--- config.mk ---
export PLATFORM = sky130hd
export DESIGN_NAME = feed_load_launch_sequencer_core
export DESIGN_NICKNAME = d
export VERILOG_FILES = /design/src/fllseq_pkg.sv /design/src/fllseq_cfg.sv /design/src/fllseq_step.sv /design/src/feed_load_launch_sequencer_core.sv
export SDC_FILE = /design/constraint.sdc
export NUM_CORES = 1
export LEC_CHECK = 0
export ABC_CLOCK_PERIOD_IN_PS = 4790
export BUFFER_PORTS_ARGS = -buffer_cell sky130_fd_sc_hd__buf_2
export CAP_MARGIN = 20
export CORE_MARGIN = 2
export CORE_UTILIZATION = 39
export DETAILED_ROUTE_END_ITERATION = 12
export PLACE_DENSITY = 0.53
export SLEW_MARGIN = 0
export SYNTH_ARGS = -nofsm -noshare
export SYNTH_HDL_FRONTEND = slang
export SYNTH_HIERARCHICAL = 1
export SYNTH_SLANG_ARGS = --single-unit
--- constraint.sdc ---
create_clock -name aclk -period 4.79 [get_ports aclk]
set_input_delay 0.958 -clock aclk [delete_from_list [all_inputs] [get_ports aclk]]
set_output_delay 0.958 -clock aclk [all_outputs]
set_load 0.01 [all_outputs]
--- src/fllseq_pkg.sv ---
// Shared types, codes and constants of the feed, load and launch sequencer.
package fllseq_pkg;

    // Kind of control-loop tick carried by an input item
    typedef enum logic [1:0] {
        FUNC_TELEOP_TICK = 2'd0,
        FUNC_AUTO_TICK   = 2'd1,
        FUNC_AUTO_INIT   = 2'd2,
        FUNC_TELEOP_INIT = 2'd3
    } func_t;

    // Configuration register indexes
    localparam logic [2:0] CFG_FEED_TICKS        = 3'd0;
    localparam logic [2:0] CFG_LOAD_TICKS_TELEOP = 3'd1;
    localparam logic [2:0] CFG_LOAD_TICKS_AUTO   = 3'd2;
    localparam logic [2:0] CFG_PAUSE_TICKS       = 3'd3;
    localparam logic [2:0] CFG_FRISBEE_LIMIT     = 3'd4;
    localparam logic [2:0] CFG_SPIN_UP_TICKS     = 3'd5;
    localparam logic [2:0] CFG_FEED_LEVEL        = 3'd6;
    localparam logic [2:0] CFG_LOAD_LEVEL        = 3'd7;

    localparam int CFG_INDEX_W = 3;
    localparam int CFG_DATA_W  = 16;

    // Q1.15 command constants
    localparam logic [14:0]        LAUNCH_AUTO = 15'd26214;
    localparam logic signed [15:0] ELEV_UP     = 16'sd32767;
    localparam logic signed [15:0] ELEV_DOWN   = -16'sd32767;
    localparam logic signed [15:0] TRIM_FWD    = 16'sd4915;
    localparam logic signed [15:0] TRIM_REV    = -16'sd3277;

    // Widths of the streaming payloads
    localparam int S_TDATA_W = 24;
    localparam int M_TDATA_W = 72;

    // Configuration register file contents
    typedef struct packed {
        logic [7:0]  feed_ticks;
        logic [9:0]  load_ticks_teleop;
        logic [9:0]  load_ticks_auto;
        logic [7:0]  pause_ticks;
        logic [3:0]  frisbee_limit;
        logic [15:0] spin_up_ticks;
        logic [14:0] feed_level;
        logic [14:0] load_level;
    } cfg_t;

    // One input item
    typedef struct packed {
        func_t              func;
        logic               feed_request;
        logic               load_request;
        logic               limit_open;
        logic               elevate_up;
        logic               elevate_down;
        logic               trim_forward;
        logic               trim_reverse;
        logic signed [15:0] z_axis;
    } item_t;

    // Sequencer state carried from tick to tick
    typedef struct packed {
        logic               feeding;
        logic               loading;
        logic               breech;
        logic [7:0]         feed_cnt;
        logic [15:0]        load_cnt;
        logic [15:0]        auto_cnt;
        logic [3:0]         frisbee_cnt;
        logic signed [15:0] feed_cmd;
        logic signed [15:0] load_cmd;
        logic [14:0]        launch_cmd;
        logic signed [15:0] elevator_cmd;
    } seq_state_t;

endpackage

--- src/fllseq_cfg.sv ---
// Configuration register file of the sequencer.
module fllseq_cfg (
    input  logic                                 aclk,
    input  logic                                 aresetn,
    input  logic                                 cfg_wr_en,
    input  logic [fllseq_pkg::CFG_INDEX_W-1:0]   cfg_index,
    input  logic [fllseq_pkg::CFG_DATA_W-1:0]    cfg_wdata,
    output fllseq_pkg::cfg_t                     cfg
);

    fllseq_pkg::cfg_t cfg_reg;

    // Registers load their reset values and take writes by index.
    always_ff @(posedge aclk) begin
        if (!aresetn) begin
            cfg_reg.feed_ticks        <= 8'd50;
            cfg_reg.load_ticks_teleop <= 10'd58;
            cfg_reg.load_ticks_auto   <= 10'd60;
            cfg_reg.pause_ticks       <= 8'd2;
            cfg_reg.frisbee_limit     <= 4'd3;
            cfg_reg.spin_up_ticks     <= 16'd100;
            cfg_reg.feed_level        <= 15'd16384;
            cfg_reg.load_level        <= 15'd6554;
        end else if (cfg_wr_en) begin
            unique case (cfg_index)
                fllseq_pkg::CFG_FEED_TICKS:        cfg_reg.feed_ticks <= cfg_wdata[7:0];
                fllseq_pkg::CFG_LOAD_TICKS_TELEOP: cfg_reg.load_ticks_teleop <= cfg_wdata[9:0];
                fllseq_pkg::CFG_LOAD_TICKS_AUTO:   cfg_reg.load_ticks_auto <= cfg_wdata[9:0];
                fllseq_pkg::CFG_PAUSE_TICKS:       cfg_reg.pause_ticks <= cfg_wdata[7:0];
                fllseq_pkg::CFG_FRISBEE_LIMIT:     cfg_reg.frisbee_limit <= cfg_wdata[3:0];
                fllseq_pkg::CFG_SPIN_UP_TICKS:     cfg_reg.spin_up_ticks <= cfg_wdata[15:0];
                fllseq_pkg::CFG_FEED_LEVEL:        cfg_reg.feed_level <= cfg_wdata[14:0];
                fllseq_pkg::CFG_LOAD_LEVEL:        cfg_reg.load_level <= cfg_wdata[14:0];
                default: begin
                end
            endcase
        end
    end

    assign cfg = cfg_reg;

endmodule

--- src/fllseq_step.sv ---
// Next-state logic of the sequencer for one control-loop tick.
module fllseq_step (
    input  fllseq_pkg::seq_state_t cur,
    input  fllseq_pkg::item_t      item,
    input  fllseq_pkg::cfg_t       cfg,
    output fllseq_pkg::seq_state_t nxt
);

    function automatic logic [15:0] sat_inc16(input logic [15:0] v);
        return (v == 16'hFFFF) ? v : v + 16'd1;
    endfunction

    function automatic logic [7:0] sat_inc8(input logic [7:0] v);
        return (v == 8'hFF) ? v : v + 8'd1;
    endfunction

    function automatic logic [3:0] sat_inc4(input logic [3:0] v);
        return (v == 4'hF) ? v : v + 4'd1;
    endfunction

    // True when the loader phase takes its done branch.
    function automatic logic loader_done(input logic [15:0] cnt, input logic [9:0] fwd,
                                         input logic [7:0] pause, input logic open);
        logic [10:0] end_cnt;
        end_cnt = {1'b0, fwd} + {3'b000, pause};
        return (cnt > {6'd0, fwd}) && (cnt > {5'd0, end_cnt}) && !open;
    endfunction

    // Loader phase: forward, pause, retract until the switch closes, done.
    function automatic fllseq_pkg::seq_state_t loader_phase(
        input fllseq_pkg::seq_state_t s,
        input logic [9:0]             fwd,
        input logic [7:0]             pause,
        input logic [14:0]            lvl,
        input logic                   open,
        input logic                   count_retract
    );
        fllseq_pkg::seq_state_t r;
        logic [10:0]            end_cnt;
        r = s;
        end_cnt = {1'b0, fwd} + {3'b000, pause};
        if (s.load_cnt <= {6'd0, fwd}) begin
            r.load_cnt = sat_inc16(s.load_cnt);
            r.load_cmd = $signed({1'b0, lvl});
        end else if (s.load_cnt <= {5'd0, end_cnt}) begin
            r.load_cnt = sat_inc16(s.load_cnt);
            r.load_cmd = '0;
        end else if (open) begin
            if (count_retract) begin
                r.load_cnt = sat_inc16(s.load_cnt);
            end
            r.load_cmd = -$signed({1'b0, lvl});
        end else begin
            r.loading  = 1'b0;
            r.load_cnt = '0;
            r.load_cmd = '0;
        end
        return r;
    endfunction

    fllseq_pkg::seq_state_t s;
    logic                   done;
    logic [16:0]            launch_diff;
    logic                   below_limit;

    // One tick of the sequencer, chosen by the item's kind.
    always_comb begin
        s           = cur;
        done        = 1'b0;
        launch_diff = 17'h08000 - {item.z_axis[15], item.z_axis};
        below_limit = 1'b0;

        unique case (item.func)
            fllseq_pkg::FUNC_TELEOP_TICK: begin
                // Elevator from the two buttons
                if (item.elevate_up) begin
                    s.elevator_cmd = fllseq_pkg::ELEV_UP;
                end else if (item.elevate_down) begin
                    s.elevator_cmd = fllseq_pkg::ELEV_DOWN;
                end else begin
                    s.elevator_cmd = '0;
                end

                // Feed phase
                if ((item.feed_request || s.feeding) && !s.loading
                        && s.feed_cnt <= cfg.feed_ticks) begin
                    s.feeding  = 1'b1;
                    s.feed_cnt = sat_inc8(s.feed_cnt);
                    s.feed_cmd = $signed({1'b0, cfg.feed_level});
                end else begin
                    s.feeding  = 1'b0;
                    s.feed_cnt = '0;
                    s.feed_cmd = '0;
                end

                // Load phase, after the feed decision
                if ((item.load_request || s.loading) && !s.feeding
                        && s.load_cnt <= {6'd0, cfg.load_ticks_teleop}) begin
                    s.loading  = 1'b1;
                    s.load_cnt = sat_inc16(s.load_cnt);
                    s.load_cmd = $signed({1'b0, cfg.load_level});
                end else if (s.loading && !s.feeding) begin
                    s = loader_phase(s, cfg.load_ticks_teleop, cfg.pause_ticks,
                                     cfg.load_level, item.limit_open, 1'b1);
                end else begin
                    s.loading  = 1'b0;
                    s.load_cnt = '0;
                    s.load_cmd = '0;
                end

                // Launcher from the Z wheel: (1 - z) / 2, saturated
                s.launch_cmd = launch_diff[16] ? 15'h7FFF : launch_diff[15:1];

                // Feed trim while the sequence is idle
                if (item.trim_forward && !s.feeding && !s.loading) begin
                    s.feed_cmd = fllseq_pkg::TRIM_FWD;
                end else if (item.trim_reverse && !s.feeding && !s.loading) begin
                    s.feed_cmd = fllseq_pkg::TRIM_REV;
                end
            end

            fllseq_pkg::FUNC_AUTO_TICK: begin
                s.auto_cnt  = sat_inc16(s.auto_cnt);
                below_limit = s.frisbee_cnt < cfg.frisbee_limit;
                if (below_limit) begin
                    s.launch_cmd = fllseq_pkg::LAUNCH_AUTO;
                end

                if (s.breech && s.auto_cnt >= cfg.spin_up_ticks) begin
                    // Clear the breech once the launcher is up to speed
                    if (!s.loading) begin
                        s.load_cnt = '0;
                        s.load_cmd = '0;
                        s.breech   = 1'b0;
                    end else begin
                        done = loader_done(s.load_cnt, cfg.load_ticks_auto,
                                           cfg.pause_ticks, item.limit_open);
                        s = loader_phase(s, cfg.load_ticks_auto, cfg.pause_ticks,
                                         cfg.load_level, item.limit_open, 1'b0);
                        if (done) begin
                            s.breech = 1'b0;
                        end
                    end
                end else if (below_limit && !s.breech) begin
                    // Feed, then load, one frisbee per feed/load sequence
                    if (s.feeding && !item.limit_open && s.feed_cnt <= cfg.feed_ticks) begin
                        s.feed_cnt = sat_inc8(s.feed_cnt);
                        s.feed_cmd = $signed({1'b0, cfg.feed_level});
                    end else if (s.feeding && !item.limit_open) begin
                        s.feeding  = 1'b0;
                        s.loading  = 1'b1;
                        s.feed_cnt = '0;
                        s.feed_cmd = '0;
                    end else begin
                        if (s.loading && !s.feeding) begin
                            done = loader_done(s.load_cnt, cfg.load_ticks_auto,
                                               cfg.pause_ticks, item.limit_open);
                            s = loader_phase(s, cfg.load_ticks_auto, cfg.pause_ticks,
                                             cfg.load_level, item.limit_open, 1'b0);
                        end else begin
                            s.loading  = 1'b0;
                            s.load_cnt = '0;
                            s.load_cmd = '0;
                            done       = 1'b1;
                        end
                        if (done) begin
                            s.frisbee_cnt = sat_inc4(s.frisbee_cnt);
                            s.feeding     = 1'b1;
                        end
                    end
                end else if (!below_limit) begin
                    s.launch_cmd = '0;
                end
            end

            fllseq_pkg::FUNC_AUTO_INIT: begin
                s.auto_cnt    = '0;
                s.feeding     = 1'b1;
                s.feed_cnt    = '0;
                s.loading     = 1'b1;
                s.load_cnt    = '0;
                s.frisbee_cnt = '0;
                s.breech      = 1'b1;
            end

            fllseq_pkg::FUNC_TELEOP_INIT: begin
                s.feeding  = 1'b0;
                s.feed_cnt = '0;
                s.loading  = 1'b0;
                s.load_cnt = '0;
            end

            default: begin
            end
        endcase

        nxt = s;
    end

endmodule

--- src/feed_load_launch_sequencer_core.sv ---
// Top level of the feed, load and launch sequencer with its stream ports.
// An accepted item is held in the input register, and its result is then
// written to the result register. Throughput: one item per cycle unless
// m_tready stalls; combinational tick logic between them updates the state.
// Reset: synchronous active-low aresetn clears all flags, counters and held
// commands and loads the configuration registers with their default values.
module feed_load_launch_sequencer_core (
    input  logic                                aclk,
    input  logic                                aresetn,
    // Input items
    input  logic                                s_tvalid,
    output logic                                s_tready,
    // [0] feed_request, [1] load_request, [2] limit_open, [3] elevate_up,
    // [4] elevate_down, [5] trim_forward, [6] trim_reverse, [22:7] z_axis
    input  logic [fllseq_pkg::S_TDATA_W-1:0]    s_tdata,
    // [1:0] func
    input  logic [1:0]                          s_tuser,
    // Result items
    output logic                                m_tvalid,
    input  logic                                m_tready,
    // [15:0] feed_cmd, [31:16] load_cmd, [46:32] launch_cmd,
    // [62:47] elevator_cmd, [66:63] launched_count, [67] is_feeding,
    // [68] is_loading
    output logic [fllseq_pkg::M_TDATA_W-1:0]    m_tdata,
    // Configuration writes
    input  logic                                cfg_wr_en,
    input  logic [fllseq_pkg::CFG_INDEX_W-1:0]  cfg_index,
    input  logic [fllseq_pkg::CFG_DATA_W-1:0]   cfg_wdata
);

    fllseq_pkg::cfg_t       cfg;
    fllseq_pkg::item_t      item_reg;
    fllseq_pkg::seq_state_t state_reg;
    fllseq_pkg::seq_state_t state_next;
    logic                   in_valid_reg;
    logic                   out_valid_reg;
    logic [fllseq_pkg::M_TDATA_W-1:0] out_data_reg;
    logic [fllseq_pkg::M_TDATA_W-1:0] out_data_next;
    logic                   advance;

    fllseq_cfg u_cfg (
        .aclk      (aclk),
        .aresetn   (aresetn),
        .cfg_wr_en (cfg_wr_en),
        .cfg_index (cfg_index),
        .cfg_wdata (cfg_wdata),
        .cfg       (cfg)
    );

    fllseq_step u_step (
        .cur  (state_reg),
        .item (item_reg),
        .cfg  (cfg),
        .nxt  (state_next)
    );

    // The result register moves when it is empty or being taken.
    assign advance  = !out_valid_reg || m_tready;
    assign s_tready = !in_valid_reg || advance;

    // Input register
    always_ff @(posedge aclk) begin
        if (!aresetn) begin
            in_valid_reg <= 1'b0;
        end else if (s_tready) begin
            in_valid_reg <= s_tvalid;
        end
    end

    always_ff @(posedge aclk) begin
        if (s_tready && s_tvalid) begin
            item_reg.func         <= fllseq_pkg::func_t'(s_tuser[1:0]);
            item_reg.feed_request <= s_tdata[0];
            item_reg.load_request <= s_tdata[1];
            item_reg.limit_open   <= s_tdata[2];
            item_reg.elevate_up   <= s_tdata[3];
            item_reg.elevate_down <= s_tdata[4];
            item_reg.trim_forward <= s_tdata[5];
            item_reg.trim_reverse <= s_tdata[6];
            item_reg.z_axis       <= $signed(s_tdata[22:7]);
        end
    end

    // Sequencer state advances once per processed item.
    always_ff @(posedge aclk) begin
        if (!aresetn) begin
            state_reg <= '0;
        end else if (advance && in_valid_reg) begin
            state_reg <= state_next;
        end
    end

    // Result packing from the state after the tick
    assign out_data_next = {3'b000,
                            state_next.loading,
                            state_next.feeding,
                            state_next.frisbee_cnt,
                            state_next.elevator_cmd,
                            state_next.launch_cmd,
                            state_next.load_cmd,
                            state_next.feed_cmd};

    // Result register
    always_ff @(posedge aclk) begin
        if (!aresetn) begin
            out_valid_reg <= 1'b0;
        end else if (advance) begin
            out_valid_reg <= in_valid_reg;
        end
    end

    always_ff @(posedge aclk) begin
        if (advance && in_valid_reg) begin
            out_data_reg <= out_data_next;
        end
    end

    assign m_tvalid = out_valid_reg;
    assign m_tdata  = out_data_reg;

endmodule

-- Word-level counts from Yosys, hierarchy flattened
Cells that the tools add are included.
- add/subtract/negate cells: 8
- magnitude comparators: 9
- eq/ne operators: 22
- muxes and demuxes: 82
- reduce and logical (&&, ||, !) cells: 47
- operators by type and width (cell ; count):
    two-way mux 16 bit ; 28
    two-way mux 36 bit ; 7
    one-hot mux 63 bit (2 select lines) ; 1
    two-way mux 110 bit ; 1
    two-way mux 47 bit ; 2
    two-way mux 79 bit ; 1
    two-way mux 15 bit ; 5
    one-hot mux 24 bit (3 select lines) ; 1
    one-hot mux 20 bit (2 select lines) ; 1
    adder 16 x 1 -> 16 bit, second input constant ; 2
    == test 16 bit, second input constant ; 2
    <= comparator 16 x 10 -> 1 bit ; 2
    <= comparator 16 x 11 -> 1 bit ; 2
    two-way mux 8 bit ; 4
    two-way mux 1 bit ; 25
    adder 10 x 8 -> 11 bit ; 2
    logical AND 1 bit ; 18
    AND reduction 2 bit ; 9
    subtractor 16 x 17 -> 17 bit, first input constant ; 1
    >= comparator 16 bit ; 1
    greater-than comparator 16 x 10 -> 1 bit ; 1
    greater-than comparator 16 x 11 -> 1 bit ; 1
    negator 15 -> 16 bit ; 1
    == test 3 bit, second input constant ; 4
    other kinds (26) ; 46
- register bits: 292
- bits of input ports: 50
- output and inout bits: 74

-- Logic depth before layout (Yosys ltp)
- word-level depth: 16
- mapped depth: 23

-- By module
Netlist, hierarchy kept.
- modules (own cells, without submodules) (module ; instances ; cells each ; area each (µm²) ; sequential area each (µm²)):
    feed_load_launch_sequencer_core ; 1 ; 585 ; 7397.1 ; 5064.9
    fllseq_step ; 1 ; 981 ; 6363.6 ; 0.0
    fllseq_cfg ; 1 ; 323 ; 3342.0 ; 1721.7

-- Worst setup path before layout
No wires, ideal clock.
- path type: register to register
- start point: register state_reg[71] (netlist bit)
- end point: register out_data_reg, in the netlist m_tdata[20], data pin
- arrival time: 3.580 ns
- required time: 4.512 ns
- setup slack: 0.931 ns
- stages on the path, launching flop included: 17
- buffers on the path: 2
- clock period less this slack: 3.859 ns
- cell sequence: dfxtp_1 -> and4_1 -> and4_1 -> and4_1 -> nand2b_1 -> clkbuf_1 -> xnor2_1 -> ha_1 -> or3b_2 -> o2111ai_1 -> a31o_2 -> a211oi_2 -> or2_2 -> nand3_1 -> clkbuf_1 -> a31o_2 -> o211ai_1
- RTL lines (item ; RTL line ; source):
    from (decl) ; feed_load_launch_sequencer_core.sv:33 ; fllseq_pkg::seq_state_t state_reg;
    from (signal assigned) ; feed_load_launch_sequencer_core.sv:89 ; state_reg <= state_next;
    to (signal assigned) ; feed_load_launch_sequencer_core.sv:114 ; out_data_reg <= out_data_next;
    to (decl) ; feed_load_launch_sequencer_core.sv:37 ; logic [fllseq_pkg::M_TDATA_W-1:0] out_data_reg;

==> impl_results.md <==
* Clk_lat worst skew at about 0.54 ns
* Synth top cells by count: nand2_1 (442), dfxtp_1 (198), mux2i_1 (198), edfxtp_1 (94), ha_1 (94)
* Clock transition at path regs at roughly 0.060 ns
* Relative slew margins at 38.95%
* Hold Path Class: reg -> reg
* Clock sink total at 292
* # DRC at 0
* Initial antenna violation count at 4
* Unrepaired setup endpoints after global routing: no
* Post-route ant nets at 0
* CP max-delay cell: dfxtp_1
* H-tree levels at 2
* CTS tree: yes
* Syn avg cell area at 9.054 µm²
* Clock buffer count from CTS at 35
* Worst slew pin tran at 0.9106 ns
* Max-cap violations at 0
* Initial Utilization at between 30% and 40%
* Synth Flop Type: dfxtp_1
* Largest register FFs at 110
* Buf+Inv Stages, Crit Path at 2
* Leakage at a little under 0.008 µW
* Setup TNS Final at 0 ns
* Top-area cell type share of the netlist area at between 20% and 30%
* Share of layout cells above drive strength 1 at 12.32%
* Register bit total from synthesis at 292
* Final max-slew violation count at 0
* Root Driver: clkbuf_16
* Drt pass-1 iters at 5
* Drt total wl at 45.35 mm
* CP Capture Type: flop
* Max incr delay on CP at 0.43 ns
* Gr usage total at between 10% and 20%
* Area growth from synthesis to layout at 12.93%
* Core Area at 43170 µm²
* Most common cell in the netlist: nand2_1
* Chip Width at 213.4 µm
* Vias at 13920
* Num ports at 124
* GP Congestion at 0.8786
* Worst setup SP type: flop
* Synth async-reset ratio at 0%
* Hold buffers post-CTS at 0
* Delay-heaviest family, CP: compound AO/OA/AOI/OAI gates
* Setup Skew at around 0.014 ns
* Cell taking the most area after synthesis: dfxtp_1
* Peak supply drop at between 0.2 and 0.25 mV
* Routed length per instance at roughly 18 µm
* CP Data Arrival Time at 4.91 ns
* Seq/Total Area, Yosys at 39.68%
* Vias in the first global route at 12910
* Die Y at 213.4 µm
* Vias/cell at 5.385
* Die ar. at between 40000 and 50000 µm²
* Min cycle time layout at about 4.5 ns
* Pwr dens at 315.0 nW/µm²
* Utilization after layout at 44.74%
* WP data required at 5.24 ns
* Congestion Overflow GR at 0
* Design Area, Final at 19310 µm²
* Post-synth EDFFs at 94
* Crit Path Class: reg -> reg
* Synth Warn # at 6
* Pin count of the biggest net entering global routing at 135
* Final count of hold timing violations at 0
* Synth top area cells: dfxtp_1 (23%), edfxtp_1 (17%), mux2i_1 (12%)
* 1st-iter DRT viols at 891
* Critical-path cell list: and4_1 > and4_1 > nand4_1 > o21a_1 > nand4_1 > xnor2_1 > ha_1 > o2111ai_1 > a311oi_1 > nor2_1 > a211oi_2 > buf_4 > or2_2 > nand3_1 > buf_4 > o21ai_0 > a22o_1 > nand2_1 > mux2i_1
* Global-route wire length before repair at 70.95 mm
* CP Max Fanout at 15
* Outcome: complete, no violations
* Post-synth cell types at 85
* Input/output buffers at 119
* Fin crit share at 93.09%
* Post-DP HPWL at 31.54 mm
* FMAX at approximately 220 MHz
* Synth Instances at 1889
* Setup repair bufs after CTS at 0
* Row count at 76
* Placed instance area at 18050 µm²
* Net count, final at approximately 2100
* Clk buf depth at 3
* Hold Slack at 0.4562 ns
* Synth Cell Area at 17100 µm²
* Final setup violation count at 0
[cell usage in the layout, fill, tap and decap left out, types with 7 or more instances in the layout]
master,count
o221ai_1,7
clkbuf_16,35
nand3_1,54
bufinv_16,8
nor2b_1,52
nor3_1,25
clkbuf_1,10
inv_1,76
xor2_1,14
a22oi_1,30
or3_1,9
nand2b_1,13
edfxtp_1,94
a22o_1,17
nand4_1,24
and3_1,14
a21oi_1,62
buf_2,118
xnor2_1,31
buf_4,31
nor4_1,7
mux2i_1,198
o21ai_0,64
a222oi_1,9
dfxtp_1,198
ha_1,94
nor2_1,54
a31oi_1,9
a21o_1,31
nand2_1,442
and4_1,7
a32o_1,7
o211ai_1,12
o21a_1,13
[path summary, 6_finish.rpt]
path / from / to / slack, ns / cells past startpoint
worst max-delay path: state_reg[73] / state_reg[31] / 0.33 / 19
worst min-delay path: state_reg[19] / state_reg[19] / 0.46 / 2
worst max register to register: state_reg[73] / state_reg[31] / 0.33 / 19
worst min register to register: state_reg[19] / state_reg[19] / 0.46 / 2
[power breakdown]
part / total (µW) / switching, µW / internal (µW)
sequential: 2680 / 49.1 / 2630
clock: 2880 / 1060 / 1820
combinational: 523 / 340 / 184
total: 6080 / 1450 / 4630
[cell families (layout without fill, tap and decap cells)]
kind of cell	after synthesis	in the layout	synth area share [%]
flops	292	292	39.68
other cells	1	6	0.02193
simple gates	740	740	19.91
buf+inv	185	290	5.633
xor+xnor	45	45	2.304
mux	199	199	11.65
compound gates	331	331	13.68
fa+ha+maj	96	96	7.111
[repair_timing]
| item | 4_1_cts | 5_1_grt |
|---|---|---|
| endpoints found under the setup margin | 0 | 22 |
| resized for setup | 0 | 7 |
| hold endpoints to repair | 0 | 0 |
[tightest hold or removal path, delay by kind of cell (launching register included)]
kind          cells  cell delay [ns]
mux               1             0.05
flops             1             0.31
simple gates      1             0.05
[routing by layer]
layer,global-route usage [%],part of all wire [%]
met1,27.13,47
met2,31.82,46
met3,3.120,4.7
met4,6.178,2.4
met5,0,0
[cell type report]
cell class | count | area (µm²)
Clock inverter | 15 | 289.0
Multi-Input combinational cell | 1414 | 9395
Timing Repair Buffer | 152 | 878.3
Tap cell | 585 | 732.0
Fill cell | 4249 | 23860
Antenna cell | 3 | 7.507
Inverter | 76 | 285.3
Clock buffer | 47 | 940.9
Sequential cell | 292 | 6787
[through the flow]
| stage | power [µW] | std cells | setup slack [ns] |
|---|---|---|---|
| 3_3_place_gp | 3249 | 2519 | 0.2483 |
| 3_5_place_dp | 3256 | 2519 | 0.2127 |
| 5_1_grt | 6316 | 2582 | 0.006010 |
| 4_1_cts | 6171 | 2581 | 0.1694 |
| 6_report | 6084 | 2584 | 0.3309 |
| 2_1_floorplan | 3099 | 1891 | 0.9313 |
Power figures use the tool's default switching activity.
